`config.mk`:
```
export PLATFORM = sky130hd
export DESIGN_NAME = kts_ram
export DESIGN_NICKNAME = d
export VERILOG_FILES = /design/src/hdl/keyframe_track_sampler_macros.svh /design/src/hdl/kts_ram.sv
export SDC_FILE = /design/constraint.sdc
export NUM_CORES = 2
export LEC_CHECK = 0
export BUFFER_PORTS_ARGS = -buffer_cell sky130_fd_sc_hd__buf_4
export CAP_MARGIN = 15
export CELL_PAD_IN_SITES_DETAIL_PLACEMENT = 0
export CELL_PAD_IN_SITES_GLOBAL_PLACEMENT = 1
export CORE_MARGIN = 2
export CORE_UTILIZATION = 50
export DETAILED_ROUTE_END_ITERATION = 8
export GPL_TIMING_DRIVEN = 1
export HOLD_SLACK_MARGIN = 0.05
export MAX_ROUTING_LAYER = met4
export PLACE_DENSITY = 0.77
export SYNTH_ARGS = -nofsm -noshare
export SYNTH_HDL_FRONTEND = slang
export SYNTH_SLANG_ARGS = --single-unit
```
`constraint.sdc`:
```
create_clock -name clk -period 6.9 [get_ports clk]
set_clock_uncertainty 0.05 [all_clocks]
set_input_delay 1.38 -clock clk [delete_from_list [all_inputs] [get_ports clk]]
set_output_delay 1.38 -clock clk [all_outputs]
set_load 0.01 [all_outputs]
```
`src/hdl/keyframe_track_sampler_macros.svh`:
```
// ----------------------------------------------------------------------------
// keyframe_track_sampler_macros
// assertion macros for the keyframe track sampler
// ----------------------------------------------------------------------------
`ifndef KEYFRAME_TRACK_SAMPLER_MACROS_SVH
`define KEYFRAME_TRACK_SAMPLER_MACROS_SVH

// clocked check, off while reset is held
`define KTS_ASSERT(lbl, prop, msg) \
  lbl: assert property (@(posedge clk) disable iff (!rst_n) prop) else $error(msg);

// clocked check that also holds through reset
`define KTS_ASSERT_ALWAYS(lbl, prop, msg) \
  lbl: assert property (@(posedge clk) prop) else $error(msg);

`endif

```
`src/hdl/kts_ram.sv`:
```
// ----------------------------------------------------------------------------
// kts_ram
// generic single write port, single read port ram with registered read
// ----------------------------------------------------------------------------
`default_nettype none

module kts_ram #(
  parameter int WIDTH = 32,
  parameter int DEPTH = 64
) (
  input  wire logic                     clk,
  input  wire logic                     we,
  input  wire logic [$clog2(DEPTH)-1:0] waddr,
  input  wire logic [WIDTH-1:0]         wdata,
  input  wire logic [$clog2(DEPTH)-1:0] raddr,
  output      logic [WIDTH-1:0]         rdata
);

  logic [WIDTH-1:0] mem_r [DEPTH];
  logic [WIDTH-1:0] rdata_r;

  // write port
  always_ff @(posedge clk) begin
    if (we) begin
      mem_r[waddr] <= wdata;
    end
  end

  // registered read port
  always_ff @(posedge clk) begin
    rdata_r <= mem_r[raddr];
  end

  assign rdata = rdata_r;

endmodule

`default_nettype wire

```
==> metrics <==
vias in the first global route roughly 37000; Commonest cells post-synth edfxtp_1 (2048), mux4_2 (544), nor2_1 (137), mux2i_1 (93), o22ai_1 (84); Crit path arrival time around 4500 ps; CTS clk-pin slew, worst paths ~60 ps; initial core utilization between 50 and 60%; routability cong. 0.773; CP max stage delay 660 ps; synthesized area 78500 µm²; Worst Path Class, Setup input port to flop; register area share after synthesis roughly four fifths; Synth Warn # 0; Tmin final 3850 ps; RSZ-0062 raised after global routing no; status completed; Filler cells 11100; Pleak roughly 0.027 µW; Synth Instances between 3000 and 4000; fraction of layout instances using a drive strength above 1 ~29%; CP Cell Sequence buf_8 -> buf_12 -> mux4_2 -> mux4_2 -> o22ai_1 -> nor2_1; setup TNS 0 ps; DRT Pass-1 Iters 6; initial antenna violation count 10; CTS tree built; Max-Cap Viols 0; Die Wd approximately 400 µm; # rows ~150; Most Frequent Cell on Critical Path mux4_2; CTS hold repair buffers 0; CTS sink cnt 2080; count leader, synth edfxtp_1; pin count of the biggest net entering global routing between 100 and 150; fin util ~57%; Startpoint Class input port; ys flop type edfxtp_1; worst min path class flop to flop; worst rel slew slack a little under a quarter; area of the multi-input gates 16000 µm²; number of synthesized flops with an enable pin slightly above 2000; Tcrit/Tclk final roughly 56%; IO buf count 77; final setup fails 0; Num CTS Buffers between 200 and 250; max-slew violation count 0; CP endpoint kind flop; routed vias roughly 37000; area grow syn2layout 13.0%; Peak VDD IR about 0.26 mV; final hold vios 0; H-tree depth 4; Avg Cell Area, Syn 23.6 µm²; Power Total roughly 26000 µW; global-route wire length before repair 269000 µm; fraction of registers with async set/reset 0%; via/cell ratio about 6.4; Root Driver clkbuf_16; PostCTS Resize Cnt 0; Cell variety after synth 34; All-Layer GR Usage approximately a quarter; Post-CTS Setup Bufs 0; Ports 78; die area about 160000 µm²; crit path setup slack, layout around 3100 ps; final WL approximately 190000 µm; Final HPWL DP between 100000 and 150000 µm; Iteration-0 DRC Markers between 4000 and 5000; number of nets in the layout about 3600; fmax around 260 MHz; required time worst endpoint 7530 ps; crit path max fanout 84; Reg area roughly 62000 µm²; CTS max path bufs 3; post-route antenna net violation count 0; Avg WL per Cell approximately 33 µm; Clock Latency Late Sink around 830 ps; post-synth top area cell edfxtp_1; largest cells by area after synthesis edfxtp_1 (78%), mux4_2 (16%), mux2i_1 (1.2%); PwrDens between 200 and 300 nW/µm²; pre-CTS WS 2210 ps; worst slew pin tran ~1200 ps; syn nets 3370; Slowest-stage cell, CP o22ai_1; flops & latches, synth about 2100; die height between 400 and 500 µm; DRC Markers 0; GRT Residual Overflow 0; post-synth top area share 78.3%; core box area 156000 µm²
[final cells by class]
cell class                 count  share of cell area (%)
antenna                        7                  0.0198
multi-input combinational   1062                    18.0
timing repair buffer         177                    1.68
sequential                  2080                    70.1
clock inverter               102                    1.15
clock buffer                 266                    6.18
tap                         2058                    2.90
[placed cells by master, fill, tap and decap left out, types with 32 or more instances in the layout]
cell and count:
o22ai_1 84, mux4_2 544, clkbuf_16 203, clkinv_1 41
a21oi_1 62, mux2i_1 93, nor2_4 62, edfxtp_1 2048
nor2_1 74, buf_4 163, clkbuf_1 47, dfxtp_1 32
[where the power goes]
part / internal, µW / switching, µW / leakage (µW)
clock: 6180 / 4630 / 0.00316
combinational: 473 / 745 / 0.00562
sequential: 14000 / 65.4 / 0.0187
[routing by layer]
metal / up-vias / share of wire, % / track usage (%)
met5: - / 0 / -
met4: 0 / 2.7 / 7.17
met3: 308 / 10 / 5.27
met2: 2015 / 48 / 36.8
met1: 19600 / 39 / 33.6
li1: 14700 / - / -
[final timing paths]
path | start | end | slack, ps | depth (start not counted)
min | mem_r[28][17] | rdata[17] | 700 | 4
max reg2reg | mem_r[6][13] | rdata[13] | 4540 | 4
max | raddr[0] | rdata[7] | 3050 | 6
min reg2reg | mem_r[28][17] | rdata[17] | 700 | 4
[registers in the layout, summed over array words and instances (netlist names)]
register	flops
mem_r	2048
rdata	32
[logic make-up (layout without fill, tap and decap cells)]
group,after synthesis,count (layout),share of synthesized area [%]
flops,2080,2080,79.1
mux,637,637,16.8
simple gates,223,223,1.27
compound gates,202,202,1.67
buf+inv,182,545,1.13
other cells,0,7,0
[worst max-delay path, delay by kind of cell]
family                 cells  cell delay, ps
and+or+nand+nor            1             100
AOI/OAI and AO/OA          1             660
muxes                      2            1120
buffers and inverters      2             990
[stage by stage]
step | hold slack [ps] | instances | instance area (µm²)
6_report | 705 | 5752 | 88700
5_1_grt | 769 | 5752 | 88700
4_1_cts | 700 | 5745 | 88700
3_5_place_dp | 683 | 5377 | 82200
3_3_place_gp | 659 | 5377 | 82200
2_1_floorplan | 613 | 3324 | 78500
Power figures use the tool's default switching activity.
