<file path="src/hdl/keyframe_track_sampler_macros.svh">
// ----------------------------------------------------------------------------
// keyframe_track_sampler_macros
// assertion macros for the keyframe track sampler
// ----------------------------------------------------------------------------
`ifndef KEYFRAME_TRACK_SAMPLER_MACROS_SVH
`define KEYFRAME_TRACK_SAMPLER_MACROS_SVH

// clocked check, off while reset is held
`define KTS_ASSERT(lbl, prop, msg) \
  lbl: assert property (@(posedge clk) disable iff (!rst_n) prop) else $error(msg);

// clocked check that also holds through reset
`define KTS_ASSERT_ALWAYS(lbl, prop, msg) \
  lbl: assert property (@(posedge clk) prop) else $error(msg);

`endif

</file>
<file path="src/hdl/kts_pkg.sv">
// ----------------------------------------------------------------------------
// kts_pkg
// shared constants and types of the keyframe track sampler
// ----------------------------------------------------------------------------
`default_nettype none

package kts_pkg;

  // track storage
  localparam int MAX_KEYS = 64;
  localparam int KEY_AW   = $clog2(MAX_KEYS);
  localparam int KCNT_W   = 7;

  // field widths
  localparam int TIME_W  = 32;
  localparam int COMP_W  = 32;
  localparam int FRAC_W  = 17;
  localparam int WHERE_W = 2;

  // stream widths
  localparam int IN_TDATA_W  = 168;
  localparam int OUT_TDATA_W = 96;

  // configuration port
  localparam int CFG_AW = 3;
  localparam int CFG_DW = 32;
  localparam logic REG_KEY_COUNT = 1'b0;
  localparam logic [KCNT_W-1:0] KEY_COUNT_RESET = 7'd1;

  // item kinds on tuser
  localparam logic FUNC_WRITE  = 1'b0;
  localparam logic FUNC_SAMPLE = 1'b1;

  // result classification
  localparam logic [WHERE_W-1:0] WHERE_INTERP = 2'd0;
  localparam logic [WHERE_W-1:0] WHERE_FIRST  = 2'd1;
  localparam logic [WHERE_W-1:0] WHERE_LAST   = 2'd2;

  // one stored key vector, x in the low bits
  typedef struct packed {
    logic signed [COMP_W-1:0] z;
    logic signed [COMP_W-1:0] y;
    logic signed [COMP_W-1:0] x;
  } vec3_t;

  localparam int VEC_W = $bits(vec3_t);

endpackage

`default_nettype wire

</file>
<file path="src/hdl/kts_lerp.sv">
// ----------------------------------------------------------------------------
// kts_lerp
// one component of the interpolation: a + floor((b - a) * f / 65536), saturated
// ----------------------------------------------------------------------------
`default_nettype none

module kts_lerp (
  input  wire logic                              clk,
  input  wire logic                              mul_en,
  input  wire logic signed [kts_pkg::COMP_W-1:0] a,
  input  wire logic signed [kts_pkg::COMP_W-1:0] b,
  input  wire logic [kts_pkg::FRAC_W-1:0]        frac,
  output      logic signed [kts_pkg::COMP_W-1:0] res
);

  localparam int CW = kts_pkg::COMP_W;
  localparam int DW = CW + 1;
  localparam int PW = DW + kts_pkg::FRAC_W + 1;
  localparam int SW = PW - 16;

  logic signed [DW-1:0] diff;
  logic signed [PW-1:0] prod_nxt, prod_r;
  logic signed [SW-1:0] part;
  logic signed [SW-1:0] sum;
  logic signed [SW-1:0] max_v, min_v;

  // difference and product, registered before the add
  always_comb begin
    diff     = DW'(b) - DW'(a);
    prod_nxt = PW'(diff) * PW'($signed({1'b0, frac}));
  end

  always_ff @(posedge clk) begin
    if (mul_en) begin
      prod_r <= prod_nxt;
    end
  end

  // floor shift, add and clamp to the signed range
  always_comb begin
    part  = prod_r[PW-1:16];
    sum   = SW'(a) + part;
    max_v = SW'({1'b0, {(CW-1){1'b1}}});
    min_v = -max_v - SW'(1);
    priority if (sum > max_v) begin
      res = max_v[CW-1:0];
    end else if (sum < min_v) begin
      res = min_v[CW-1:0];
    end else begin
      res = sum[CW-1:0];
    end
  end

endmodule

`default_nettype wire

</file>
<file path="config.mk">
export PLATFORM = sky130hd
export DESIGN_NAME = kts_lerp
export DESIGN_NICKNAME = d
export VERILOG_FILES = /design/src/hdl/keyframe_track_sampler_macros.svh /design/src/hdl/kts_pkg.sv /design/src/hdl/kts_lerp.sv
export SDC_FILE = /design/constraint.sdc
export NUM_CORES = 2
export LEC_CHECK = 0
export BUFFER_PORTS_ARGS = -buffer_cell sky130_fd_sc_hd__buf_2
export CAP_MARGIN = 40
export CORE_AREA = 2 2 206 208
export DETAILED_ROUTE_END_ITERATION = 16
export DIE_AREA = 0 0 208 210
export PLACE_DENSITY = 0.83
export SYNTH_ARGS = -nofsm -noshare
export SYNTH_HDL_FRONTEND = slang
export SYNTH_SLANG_ARGS = --single-unit
</file>
<file path="constraint.sdc">
create_clock -name clk -period 23.5 [get_ports clk]
set_input_delay 0 -clock clk [delete_from_list [all_inputs] [get_ports clk]]
set_output_delay 0 -clock clk [all_outputs]
set_load 0.1 [all_outputs]
</file>
==> run_results.csv <==
group,metric,value,unit
detailed_routing,ant_nets,0,
layout,final_cell_count_no_fill,3433,
clock_tree,numClockSinks,35,
critical_path,critical_path.startpoint_type,"input port",
clock_tree,total_cts_buffers,5,
synthesis,netlist-cell-type-count,76,
sta,timing.final.crit_period,8.903,ns
floorplanning,floorplan_die_area,0.04368,sq mm
sta,worstMarginPinSlew,0.9765,ns
global_routing,antenna_found_initial,1,
global_routing,grt_overflow_total,0,
synthesis,synth-seq-cells,35,
placed_design,gp_congestion,1.010,
detailed_routing,dr.first_iter.drc_count,1723,
sta,timing.max_slew.rel_slack,0.3322,
sta,fmax,112.3,MHz
synthesis,synth.largest_area_cell,"fa_1",
clock_tree,worst_setup_hold_path_clk_slew,0.06,ns
layout,final_nets,3695,
placed_design,placed_cells,3424,
clock_tree,cell_chosen_for_the_clock_root,"clkbuf_16",
synthesis,ys_warn_count,0,
sta,finalWorstSetupSlack,14.60,ns
floorplanning,die_w,208,um
clock_tree,max-clock-path-buffers,2,
clock_tree,tritoncts,"done",
clock_tree,post_cts_resize_count,0,
layout,max_flop_register,"prod_r",
critical_path,cp_slowest_stage_delay,1.00,ns
global_routing,grt_util_all_layers,0.3139,
layout,final_layout_size_suffix_gt1_frac,0.06738,
clock_tree,cts_post_setup_buffers_inserted,0,
clock_tree,cts.htree.levels,2,
critical_path,worst-setup-path-type,"input port to flop",
floorplanning,top_level_ports,115,
sta,setup_viol,0,
min_path,holdCritPathClass,"input port to flop",
critical_path,crit_required,23.53,ns
synthesis,syn_area_per_cell,8.581,sq um
detailed_routing,drc_errors,0,
synthesis,netlist.area_leader.share,0.4343,
detailed_routing,routed_via_density,5.851,
synthesis,synth-edff-count,35,
detailed_routing,wl_per_cell,19.43,um
synthesis,yosysMostFrequentCell,"inv_1",
sta,slew_viol_final,0,
synthesis,seq_area_frac_synth,0.04254,
critical_path,critical_path_slowest_stage_cell,"fa_1",
synthesis,syn-instance-count,2879,
synthesis,syn-cell-area,0.02470,sq mm
floorplanning,design.core.area,0.04148,sq mm
layout,num_antenna_cells,0,
critical_path,crit_buf_inv,7,
placed_design,io_buffers,114,
critical_path,critical-path-top-delay-family,"adder cells",
sta,finalHoldViolCount,0,
floorplanning,rows,75,
synthesis,netlist_top_cells_count,"inv_1 (682), fa_1 (536), nand2_1 (382)",
critical_path,arrival,8.94,ns
global_routing,vias_in_the_first_global_route,21610,
layout,top_regs,"prod_r: 35 flops",
placed_design,dpl_worst_slack,14.41,ns
global_routing,grt_first_pass_wirelength,109200,um
critical_path,path_common_cell,"fa_1",
critical_path,worst_setup_path_end_kind,"flop",
critical_path,worst_path_max_fanout,25,
detailed_routing,drtPass1Iterations,5,
sta,rsz_0062_raised_after_global_routing,"false",
layout,largest_reg_flops,35,
run,drv_cap,0,
sta,fin_crit_sh,0.3789,
synthesis,synthTopCellsByArea,"fa_1 (43%), inv_1 (10%), ha_1 (9.3%), nand2_1 (5.8%), and2_1 (5.5%)",
global_routing,maximum_number_of_pins_on_one_net_before_global_route_repair,39,
detailed_routing,detailroute.via_count,20090,
sta,fin_setup_tns,0,ns
synthesis,synth_nets,3681,
detailed_routing,drt_wl_total,66720,um
floorplanning,die_h,210,um
placed_design,dpl.hpwl,53400,um
run_status,run_status,"finished clean",
synthesis,synthArstFlopShare,0,
clock_tree,post_cts_hold_buffer_count,0,
floorplanning,starting_density_of_the_core,0.5956,
synthesis,postSynth.topFlopCell,"edfxtp_1",
layout,flow.area_growth_from_synthesis,5.100,%
## per-layer routing
| metal | vias to the layer above | share of wire | global-route usage |
|---|---|---|---|
| met3 | 259 | 0.094 | 0.05274 |
| met2 | 1070 | 0.48 | 0.5356 |
| met5 | - | 0.00019 | 0 |
| met1 | 9979 | 0.37 | 0.4023 |
| li1 | 8778 | - | - |
| met4 | 2 | 0.048 | 0.1235 |
## metrics by stage
step / hold WS [ns] / util / area, sq um
final: 0.3485 / 0.6260 / 25960
after global routing: 0.3688 / 0.6260 / 25960
after CTS: 0.3525 / 0.6257 / 25950
after detailed placement: 0.6510 / 0.6217 / 25780
after global placement: 0.6355 / 0.6186 / 25660
after floorplan: 0.1125 / - / 24700
## cells in the final DEF, fill, tap and decap left out, types with 7 or more instances in the layout
master    count
a21oi_1     101
a21o_1       52
nand2b_1     32
buf_6         7
and4_1       15
nor2b_1      26
o21ai_0      49
edfxtp_1     35
fa_1        536
nand4_1      17
and3_1       14
nor3_1       33
buf_2       114
o21ai_1       7
o22ai_1      31
nor2_1       45
xor2_2        7
o21a_1       12
ha_1        183
xor2_1       32
nand2_1     382
and2_1      216
a31oi_1      19
buf_4        25
o21bai_1     12
mux2_2        7
mux2i_1      10
nand3_1      30
inv_1       682
xnor2_1      54
## area by class of cell
class / count / area (sq um)
well taps: 539 / 674.4
flip-flops and latches: 35 / 1051
clock inverters: 3 / 43.79
clock buffers: 5 / 125.1
repair buffers: 150 / 898.4
fillers: 3417 / 15510
inverters: 683 / 2564
multi-input cells: 2018 / 20610
## path summary, 6_finish.rpt
| kind | end | depth (start not counted) | from | slack [ns] |
|---|---|---|---|---|
| worst max-delay path | prod_r[44] | 33 | b[0] | 14.60 |
| worst min-delay path | prod_r[42] | 1 | mul_en | 0.35 |
## kinds of logic after synthesis
family          after synthesis  share of synthesized area
simple gates                833                     0.1676
buf+inv                     826                     0.1269
fa+ha+maj                   719                     0.5270
compound gates              352                    0.09425
xor+xnor                     96                    0.03403
flops                        35                    0.04254
mux                          18                   0.007698
Power is left out: the tool's default activity adds up to more than one toggle a clock period on the data nets, which glitch-free logic cannot reach.
