### config.mk
export PLATFORM = sky130hd
export DESIGN_NAME = kts_div
export DESIGN_NICKNAME = d
export VERILOG_FILES = /design/src/hdl/keyframe_track_sampler_macros.svh /design/src/hdl/kts_pkg.sv /design/src/hdl/kts_div.sv
export SDC_FILE = /design/constraint.sdc
export NUM_CORES = 1
export LEC_CHECK = 0
export BUFFER_PORTS_ARGS = -buffer_cell sky130_fd_sc_hd__buf_2
export CAP_MARGIN = 30
export CORE_MARGIN = 10
export CORE_UTILIZATION = 65
export CTS_CLUSTER_SIZE = 24
export DETAILED_ROUTE_END_ITERATION = 8
export PLACE_DENSITY_LB_ADDON = 0.1
export SLEW_MARGIN = 10
export SYNTH_ARGS = -nofsm -noshare
export SYNTH_HDL_FRONTEND = slang
export SYNTH_SLANG_ARGS = --single-unit
### constraint.sdc
create_clock -name clk -period 5 [get_ports clk]
set_input_delay 0.25 -clock clk [delete_from_list [all_inputs] [get_ports clk]]
set_output_delay 0.25 -clock clk [all_outputs]
set_load 0.01 [all_outputs]
### src/hdl/keyframe_track_sampler_macros.svh
// ----------------------------------------------------------------------------
// keyframe_track_sampler_macros
// assertion macros for the keyframe track sampler
// ----------------------------------------------------------------------------
`ifndef KEYFRAME_TRACK_SAMPLER_MACROS_SVH
`define KEYFRAME_TRACK_SAMPLER_MACROS_SVH

// clocked check, off while reset is held
`define KTS_ASSERT(lbl, prop, msg) \
  lbl: assert property (@(posedge clk) disable iff (!rst_n) prop) else $error(msg);

// clocked check that also holds through reset
`define KTS_ASSERT_ALWAYS(lbl, prop, msg) \
  lbl: assert property (@(posedge clk) prop) else $error(msg);

`endif

### src/hdl/kts_pkg.sv
// ----------------------------------------------------------------------------
// kts_pkg
// shared constants and types of the keyframe track sampler
// ----------------------------------------------------------------------------
`default_nettype none

package kts_pkg;

  // track storage
  localparam int MAX_KEYS = 64;
  localparam int KEY_AW   = $clog2(MAX_KEYS);
  localparam int KCNT_W   = 7;

  // field widths
  localparam int TIME_W  = 32;
  localparam int COMP_W  = 32;
  localparam int FRAC_W  = 17;
  localparam int WHERE_W = 2;

  // stream widths
  localparam int IN_TDATA_W  = 168;
  localparam int OUT_TDATA_W = 96;

  // configuration port
  localparam int CFG_AW = 3;
  localparam int CFG_DW = 32;
  localparam logic REG_KEY_COUNT = 1'b0;
  localparam logic [KCNT_W-1:0] KEY_COUNT_RESET = 7'd1;

  // item kinds on tuser
  localparam logic FUNC_WRITE  = 1'b0;
  localparam logic FUNC_SAMPLE = 1'b1;

  // result classification
  localparam logic [WHERE_W-1:0] WHERE_INTERP = 2'd0;
  localparam logic [WHERE_W-1:0] WHERE_FIRST  = 2'd1;
  localparam logic [WHERE_W-1:0] WHERE_LAST   = 2'd2;

  // one stored key vector, x in the low bits
  typedef struct packed {
    logic signed [COMP_W-1:0] z;
    logic signed [COMP_W-1:0] y;
    logic signed [COMP_W-1:0] x;
  } vec3_t;

  localparam int VEC_W = $bits(vec3_t);

endpackage

`default_nettype wire

### src/hdl/kts_div.sv
// ----------------------------------------------------------------------------
// kts_div
// restoring divider for the q1.16 fraction num * 65536 / den, num <= den
// ----------------------------------------------------------------------------
`default_nettype none

module kts_div (
  input  wire logic                          clk,
  input  wire logic                          rst_n,
  input  wire logic                          start,
  input  wire logic [kts_pkg::TIME_W-1:0]    num,
  input  wire logic [kts_pkg::TIME_W-1:0]    den,
  output      logic                          busy,
  output      logic [kts_pkg::FRAC_W-1:0]    quo
);

  localparam int TW = kts_pkg::TIME_W;
  localparam int FW = kts_pkg::FRAC_W;
  localparam int CW = $clog2(FW);

  logic          busy_r, busy_nxt;
  logic [CW-1:0] cnt_r, cnt_nxt;
  logic [TW-1:0] rem_r, rem_nxt;
  logic [TW-1:0] den_r, den_nxt;
  logic [FW-1:0] quo_r, quo_nxt;

  logic [TW:0]   trial;
  logic          fits;
  logic          whole;

  // one quotient bit per cycle
  always_comb begin
    trial    = {rem_r, 1'b0};
    fits     = (trial >= {1'b0, den_r});
    whole    = (num >= den);
    busy_nxt = busy_r;
    cnt_nxt  = cnt_r;
    rem_nxt  = rem_r;
    den_nxt  = den_r;
    quo_nxt  = quo_r;
    if (start) begin
      busy_nxt = 1'b1;
      cnt_nxt  = CW'(FW - 1);
      den_nxt  = den;
      rem_nxt  = whole ? (num - den) : num;
      quo_nxt  = {whole, {(FW-1){1'b0}}};
    end else if (busy_r) begin
      rem_nxt  = fits ? TW'(trial - {1'b0, den_r}) : trial[TW-1:0];
      quo_nxt  = {quo_r[FW-1], quo_r[FW-3:0], fits};
      cnt_nxt  = cnt_r - CW'(1);
      busy_nxt = (cnt_r != CW'(1));
    end
  end

  always_ff @(posedge clk) begin
    if (!rst_n) begin
      busy_r <= 1'b0;
      cnt_r  <= '0;
    end else begin
      busy_r <= busy_nxt;
      cnt_r  <= cnt_nxt;
    end
  end

  // datapath registers
  always_ff @(posedge clk) begin
    rem_r <= rem_nxt;
    den_r <= den_nxt;
    quo_r <= quo_nxt;
  end

  assign busy = busy_r;
  assign quo  = quo_r;

endmodule

`default_nettype wire

==> flow_summary.toml, run 1 <==
[timing]
fmax_ghz = 0.264
final-hold-violation-count = 0
fin_crit_sh_pct = 75.8
setup_tns_ns = 0
final_max_slew_viol_count = 0
worst_slew_pin_slew_ns = 0.888
setup_viol = 0
skew_ns = 0.00777
slew_headroom_pct = 40.8
rsz0062_at_grt = "false"
min_period_ns = 3.79

[drt]
ant_nets = 0
routed_via_density = 6.50
drtIter0Drc = 1018
dr.pass1.iters = 5
wl_mm = 22.5
drcViolationCount = 0
wl_per_cell_um = 19.8
via_count = 7388

[die]
die-area_um2 = 17100
die_x_um = 131
row_count = 40
core-area_um2 = 12000
die_h_um = 131
ios = 85
initial_core_util_pct = 66.3

[global_routing]
antenna_found_initial = 1
grt_pass1_vias = 6921
grt_pass1_wl_mm = 35.7
gr-total-overflow = 0
track_usage_pct = 26.6
grt_max_degree = 69

[final_layout]
fillers = 967
antenna_cells = 0
area_growth_pct = 10.3
nNetsFinal = 1120
drive_above_1_share_pct = 13.4
post-route-util_pct = 73.1

[worst_hold_path]
min_path_type = "input pin to flip-flop"

[worst_setup_path]
crit_required_ns = 5.14
crit_family = "compound AO/OA/AOI/OAI gates"
critPathMaxFanout = 17
cp_common_cell = "o21ai_1"
crit_slowest_cell = "a21o_1"
worst_path_largest_cell_delay_ns = 0.56
crit_path_cell_trace = "ha_1 > and4_1 > o21ai_1 > a2111oi_2 > o21ai_1 > a21oi_1 > a21o_1 > buf_4 > nand2_1 > a32oi_1"
startpoint_type = "flip-flop"
worstSetupPathType = "flip-flop to flip-flop"
cp-end-kind = "flip-flop"
crit_buf_inv = 1
worstPathArrival_ns = 3.93

[clock_network]
clock_path_buffers = 2
clkSinkCount = 87
cts_resized = 0
postCtsHoldBufs = 0
clockRootBuffer = "clkbuf_16"
cts_tree = "done"
insertion_delay_ns = 0.35
cts_max_level = 3
postCtsSetupBuffers = 0
numCtsBuffers = 9
clk_pin_slew_ns = 0.07

[outcome]
outcome = "completed"

[logic_synthesis]
synth_area_um2 = 7970
synth-main-ff-cell = "edfxtp_1"
synth_cell_types = 80
synth_nets = 1055
seq_area_frac_synth_pct = 30.0
ys_warn_count = 0
postSynth.asyncResetShare_pct = 0
ys_ff_latch = 87
avgSynthCellArea_um2 = 8.66
syn_inst = 920
synth-edff-count = 65

[job]
cap_violations = 0

[placed_design]
gp_congestion = 0.984
port-buffer-count = 84
hpwl_mm = 17.7

[pwr]
worst_ir_drop_vdd_mv = 0.278
p_leak_uw = 0.00400
p_per_area_nw_per_um2 = 436
where the power goes:
part           total, uW  internal (uW)  switching (uW)
Sequential          1030            956            76.8
Combinational       2050            817            1230
Clock                753            444             309
state kept, by name, indices dropped and copies added, names as in the netlist:
register,flops
den_r,32
quo,17
busy,1
rem_r,32
cnt_r,5
synth_stat cells (22+ instances only):
| master | number | area (um2) |
|---|---|---|
| inv_1 | 86 | 323 |
| a21oi_1 | 80 | 400 |
| nand2_1 | 76 | 285 |
| ha_1 | 66 | 826 |
| edfxtp_1 | 65 | 1950 |
| mux2i_1 | 63 | 631 |
| nor2_1 | 63 | 236 |
| o21ai_0 | 35 | 175 |
| a21o_1 | 33 | 248 |
| nand3_1 | 30 | 150 |
| xnor2_1 | 23 | 201 |
| dfxtp_1 | 22 | 440 |
per-layer routing:
metal	vias to the layer above	part of all wire, %	global-route usage [%]
li1	3535	-	-
met4	2	2.1	7.00
met5	-	0.058	0
met1	3446	45	38.6
met3	36	9.1	5.76
met2	369	44	39.0
per-stage QoR:
stage / instances / hold slack [ns] / setup WS [ns] / power [uW] / cell area, um2
CTS: 1137 / 0.0872 / 1.32 / 3780 / 8790
finish: 1137 / 0.0953 / 1.21 / 3830 / 8790
global placement: 1121 / 0.442 / 1.32 / 2980 / 8460
detailed placement: 1121 / 0.445 / 1.21 / 3010 / 8460
floorplan: 920 / 0.349 / 1.92 / 2520 / 7970
global route: 1137 / 0.0851 / 1.06 / 4070 / 8790
path summary, 6_finish.rpt:
kind                        startpoint                   end  slack (ns)  depth (start not counted)
setup / recovery    rem_r[6]$_DFFE_PP_   rem_r[23]$_DFFE_PP_        1.21                         10
hold / removal                 den[31]   den_r[31]$_DFFE_PP_         0.1                          1
setup reg to reg    rem_r[6]$_DFFE_PP_   rem_r[23]$_DFFE_PP_        1.21                         10
hold reg to reg   quo[15]$_SDFFE_PP0P_  quo[15]$_SDFFE_PP0P_        0.51                          2
layout by cell type, fill, tap and decap left out, drive strengths merged, types with 4 or more instances in the layout:
cell | netlist | final
mux2 | 8 | 8
xor2 | 16 | 16
a21oi | 80 | 80
a2111oi | 5 | 5
o2111ai | 4 | 4
a211oi | 7 | 7
or2 | 4 | 4
clkbuf | 19 | 9
nand3 | 30 | 30
ha | 66 | 66
nor3 | 14 | 14
nor4b | 4 | 4
o21ai | 42 | 42
nor2b | 10 | 10
nand2 | 76 | 76
o21a | 9 | 9
and4 | 5 | 5
nor2 | 65 | 65
or3 | 12 | 12
a32oi | 11 | 11
and3 | 10 | 10
inv | 86 | 89
a31oi | 11 | 11
o211ai | 8 | 8
and2 | 10 | 10
buf | 18 | 91
a21o | 33 | 33
mux2i | 63 | 63
nor4 | 4 | 4
o31ai | 6 | 6
xnor2 | 23 | 23
nand4b | 4 | 4
dfxtp | 22 | 22
nor3b | 4 | 4
edfxtp | 65 | 65
o21bai | 9 | 9
nand4 | 9 | 9
layout make-up:
class | count | area (um2) | area share, %
clock inverter | 7 | 100 | 1.14
timing repair buffer | 91 | 475 | 5.41
multi-input combinational | 710 | 5090 | 57.9
tap | 147 | 184 | 2.09
sequential | 87 | 2390 | 27.2
inverter | 86 | 323 | 3.67
clock buffer | 9 | 225 | 2.56
cells by family (layout without fill, tap and decap cells):
| kind of cell | after synthesis | in the layout | synth area share (%) |
|---|---|---|---|
| mux | 71 | 71 | 9.04 |
| compound gates | 259 | 259 | 22.4 |
| simple gates | 273 | 273 | 17.3 |
| fa+ha+maj | 68 | 68 | 10.9 |
| xor+xnor | 39 | 39 | 4.29 |
| flops | 87 | 87 | 30.0 |
| buf+inv | 123 | 193 | 6.15 |
No activity file was read; power rests on OpenSTA's default activity.
==> inputs of run 2 (changes only) <==
--- a/config.mk
+++ b/config.mk
@@ -8,7 +8,7 @@
 export BUFFER_PORTS_ARGS = -buffer_cell sky130_fd_sc_hd__buf_2
 export CAP_MARGIN = 30
 export CORE_MARGIN = 10
-export CORE_UTILIZATION = 65
+export CORE_UTILIZATION = 61
 export CTS_CLUSTER_SIZE = 24
 export DETAILED_ROUTE_END_ITERATION = 8
 export PLACE_DENSITY_LB_ADDON = 0.1
==> constraint.sdc (replaced) <==
create_clock -name clk -period 3.86 [get_ports clk]
set_input_delay 0.193 -clock clk [delete_from_list [all_inputs] [get_ports clk]]
set_output_delay 0.193 -clock clk [all_outputs]
set_load 0.01 [all_outputs]
==> run 2 against run 1 <==
  * Die area up 5.5%
  * Via count down 2.0%
  * Critical path depth down 1
  * Worst setup slack worse by 0.78 ns
  * Flip-flop and latch count unchanged
  * Highest routed layer is now met4
==> flow_summary.toml, run 2 (synthesized netlist as in run 1, its figures left out) <==
[global_routing]
gr-total-overflow = 0
grt_pass1_wl_mm = 35.8
grt_pass1_vias = 6912
grt_max_degree = 51
track_usage_pct = 24.6
antenna_found_initial = 0

[timing]
setup_viol = 0
fin_crit_sh_pct = 88.8
skew_ns = 0.00492
min_period_ns = 3.43
whs_ns = 0.0293
worst_slew_pin_slew_ns = 0.813
setup_tns_ns = 0
rsz0062_at_grt = "false"
final_max_slew_viol_count = 0
fmax_ghz = 0.292
final-hold-violation-count = 0
slew_headroom_pct = 45.8

[worst_setup_path]
critPathMaxFanout = 8
crit_required_ns = 3.93
crit_path_cell_trace = "ha_1 > and4_1 > o311a_1 > nor3_1 > o21ai_0 > a21oi_1 > and4b_1 > o31ai_1 > a32oi_1"
worstSetupPathType = "flip-flop to flip-flop"
startpoint_type = "flip-flop"
crit_family = "compound AO/OA/AOI/OAI gates"
worstPathArrival_ns = 3.50
cp-end-kind = "flip-flop"
crit_slowest_cell = "o21ai_0"
worst_path_largest_cell_delay_ns = 0.56
crit_buf_inv = 0

[final_layout]
nNetsFinal = 1122
antenna_cells = 0
layout_commonest_cell = "inv_1"
area_growth_pct = 10.5
final_cell_mix = "inv_1, buf_2, a21oi_1, nand2_1, ha_1"
drive_above_1_share_pct = 13.4

[pwr]
p_per_area_nw_per_um2 = 553
p_leak_uw = 0.00400
worst_ir_drop_vdd_mv = 0.297

[placed_design]
hpwl_mm = 17.9
gp_congestion = 0.974
port-buffer-count = 84

[clock_network]
insertion_delay_ns = 0.35
numCtsBuffers = 9
postCtsSetupBuffers = 0
cts_resized = 0
clkSinkCount = 87
cts_max_level = 3
clock_path_buffers = 2
postCtsHoldBufs = 0
clockRootBuffer = "clkbuf_16"
clk_pin_slew_ns = 0.06
cts_tree = "done"

[drt]
ant_nets = 0
routed_via_density = 6.22
via_count = 7243
dr.pass1.iters = 5
wl_mm = 22.4
wl_per_cell_um = 19.3
drcViolationCount = 0
drtIter0Drc = 804

[die]
initial_core_util_pct = 62.6
core-area_um2 = 12700
ios = 85
die-area_um2 = 18000
row_count = 41
die_x_um = 134
die_h_um = 134

[outcome]
outcome = "completed"

[job]
cap_violations = 0

[worst_hold_path]
min_path_type = "input pin to flip-flop"
-- run 2: cell types whose count changed in the layout (fill, tap and decap cells not counted), sizes merged --
cell    change
clkinv      +1
buf         +2
clkbuf      +1
bufinv      -1
inv         -1
-- run 2: final cells by class --
cell class	instances	area [um2]
clock inverter	6	68.8
timing repair buffer	93	490
sequential	87	2390
clock buffer	10	229
fill	1106	3920
multi-input combinational	710	5090
tap	172	215
inverter	86	323
-- run 2: per-layer routing --
metal | part of all wire [%] | track usage, %
met5 | 0 | 0
met4 | 2.3 | 8.40
met3 | 7.8 | 4.71
met2 | 44 | 37.0
met1 | 46 | 34.4
-- run 2: path summary, 6_finish.rpt --
kind / cells past startpoint / slack [ns] / endpoint / start
min: 1 / 0.03 / den_r[15]$_DFFE_PP_ / den[15]
min reg2reg: 2 / 0.50 / cnt_r[1]$_SDFFE_PP0P_ / cnt_r[1]$_SDFFE_PP0P_
max: 9 / 0.43 / rem_r[24]$_DFFE_PP_ / rem_r[3]$_DFFE_PP_
max reg2reg: 9 / 0.43 / rem_r[24]$_DFFE_PP_ / rem_r[3]$_DFFE_PP_
-- run 2: stage by stage --
stage | worst slack (ns) | area (um2) | total power, uW | utilization (%) | std cells
2_1_floorplan | 0.834 | 7970 | 3270 | - | 920
3_3_place_gp | 0.572 | 8510 | 3880 | 66.9 | 1148
3_5_place_dp | 0.500 | 8510 | 3910 | 66.9 | 1148
4_1_cts | 0.534 | 8800 | 4820 | 69.2 | 1164
5_1_grt | 0.269 | 8800 | 5180 | 69.2 | 1164
6_report | 0.431 | 8800 | 4870 | 69.2 | 1164
-- run 2: where the power goes --
group          switching (uW)  leakage (uW)  internal, uW
Clock                     378      0.000145           506
Combinational            1570       0.00303          1060
Sequential                114      0.000822          1240
Total                    2060       0.00400          2810
==> inputs of run 3 (changes only) <==
==> constraint.sdc (replaced) <==
create_clock -name clk -period 3.66 [get_ports clk]
set_input_delay 0.183 -clock clk [delete_from_list [all_inputs] [get_ports clk]]
set_output_delay 0.183 -clock clk [all_outputs]
set_load 0.01 [all_outputs]
==> run 3 against run 2 <==
  * Fmax rose by 3.6%
  * Critical path type unchanged
  * Highest routed layer unchanged
  * Sequential power increased by 5%
  * Final area grew 0.74%
  * Combinational power grew 7.6%
  * Clock power is 6.9% higher
  * Largest cell class unchanged
  * Via count grew 0.23%
  * Worst setup slack got worse by 0.080 ns
==> flow_summary.toml, run 3 (synthesized netlist as in run 1, its figures left out) <==
[timing]
fmax_ghz = 0.302
rsz0062_at_grt = "false"
setup_tns_ns = 0
worst_slew_pin_slew_ns = 0.792
fin_crit_sh_pct = 90.4
skew_ns = 0.00624
final-hold-violation-count = 0
final_max_slew_viol_count = 0
slew_headroom_pct = 47.2
min_period_ns = 3.31
setup_viol = 0

[final_layout]
drive_above_1_share_pct = 14.0
nNetsFinal = 1128
fillers = 1090
regArea_um2 = 2390
final_cell_mix = "inv_1, buf_2, a21oi_1, nand2_1, ha_1"
multi_input_area_um2 = 5090
area_growth_pct = 11.3
antenna_cells = 0
layout_commonest_cell = "inv_1"

[die]
core-area_um2 = 12700
initial_core_util_pct = 62.6
die-area_um2 = 18000
row_count = 41
ios = 85
die_h_um = 134
die_x_um = 134

[worst_setup_path]
worstPathArrival_ns = 3.38
crit_slowest_cell = "ha_1"
worstSetupPathType = "flip-flop to flip-flop"
cp_common_cell = "a21oi_1"
cp-end-kind = "flip-flop"
worst_path_largest_cell_delay_ns = 0.44
crit_required_ns = 3.73
startpoint_type = "flip-flop"
crit_path_cell_trace = "ha_1 > and4_1 > o21ai_1 > a2111oi_2 > o21ai_1 > a21oi_1 > a21oi_1 > buf_4 > a21oi_1 > a32oi_1"
critPathMaxFanout = 8

[clock_network]
clock_path_buffers = 2
postCtsSetupBuffers = 0
clk_pin_slew_ns = 0.07
insertion_delay_ns = 0.35
cts_max_level = 3
cts_tree = "done"
cts_resized = 0
clockRootBuffer = "clkbuf_16"
clkSinkCount = 87
postCtsHoldBufs = 0
numCtsBuffers = 9

[global_routing]
grt_pass1_vias = 6931
gr-total-overflow = 0
grt_max_degree = 49
grt_pass1_wl_mm = 35.7
track_usage_pct = 24.6
antenna_found_initial = 0

[placed_design]
hpwl_mm = 18.2
port-buffer-count = 84
gp_congestion = 1.00

[pwr]
p_per_area_nw_per_um2 = 587
worst_ir_drop_vdd_mv = 0.307
p_leak_uw = 0.00404
p_total_uw = 5200

[drt]
via_count = 7260
wl_met3_mm = 1.86
wl_mm = 22.6
routed_via_density = 6.21
drcViolationCount = 0
top_layer = "met4"
dr_wl_met2_mm = 9.94
wl_per_cell_um = 19.3
drtIter0Drc = 716
dr.pass1.iters = 5
met1_length_mm = 10.4
ant_nets = 0

[job]
cap_violations = 0

[worst_hold_path]
min_path_type = "input pin to flip-flop"

[outcome]
outcome = "completed"
==> run 3: critical path: cells and delay by family, from the launching register on <==
kind                     cells  cell delay [ns]
adder cells (fa/ha/maj)      1             0.44
buffers and inverters        1             0.26
flip-flops                   1             0.40
AND/OR/NAND/NOR              1             0.30
AO/OA/AOI/OAI                7             1.64
==> run 3: worst paths after layout <==
kind	startpoint	endpoint	slack (ns)	cells after the start
worst max register to register	rem_r[7]$_DFFE_PP_	rem_r[27]$_DFFE_PP_	0.35	10
worst min register to register	quo[15]$_SDFFE_PP0P_	quo[15]$_SDFFE_PP0P_	0.50	2
worst min-delay path	den[14]	den_r[14]$_DFFE_PP_	0.02	1
worst max-delay path	rem_r[7]$_DFFE_PP_	rem_r[27]$_DFFE_PP_	0.35	10
==> run 3: metal layers <==
metal  up-vias  GRT usage (%)
li1       3543              -
met1      3383           33.8
met2       298           37.9
met3        36           4.85
met4         0           7.56
met5         -              0
==> run 3: report_power, final <==
group	total, uW	internal (uW)	switching, uW	leakage, uW
Sequential	1420	1310	117	0.000822
Combinational	2830	1160	1670	0.00307
Clock	945	538	407	0.000150
==> run 3: cell type report <==
class | count | area share [%]
sequential | 87 | 27.0
tap | 172 | 2.43
timing repair buffer | 99 | 6.18
clock inverter | 7 | 0.903
inverter | 86 | 3.64
clock buffer | 9 | 2.54
multi-input combinational | 710 | 57.3
==> run 3: per-stage QoR <==
| stage | utilization (%) | area, um2 | worst slack [ns] | cells | hold slack [ns] |
|---|---|---|---|---|---|
| 3_5_place_dp | 67.3 | 8560 | 0.331 | 1154 | 0.377 |
| 4_1_cts | 69.7 | 8870 | 0.405 | 1170 | 0.00642 |
| 6_report | 69.7 | 8870 | 0.351 | 1170 | 0.0154 |
| 5_1_grt | 69.7 | 8870 | 0.202 | 1170 | 0.0244 |
| 2_1_floorplan | - | 7970 | 0.644 | 920 | 0.282 |
| 3_3_place_gp | 67.3 | 8560 | 0.393 | 1154 | 0.375 |
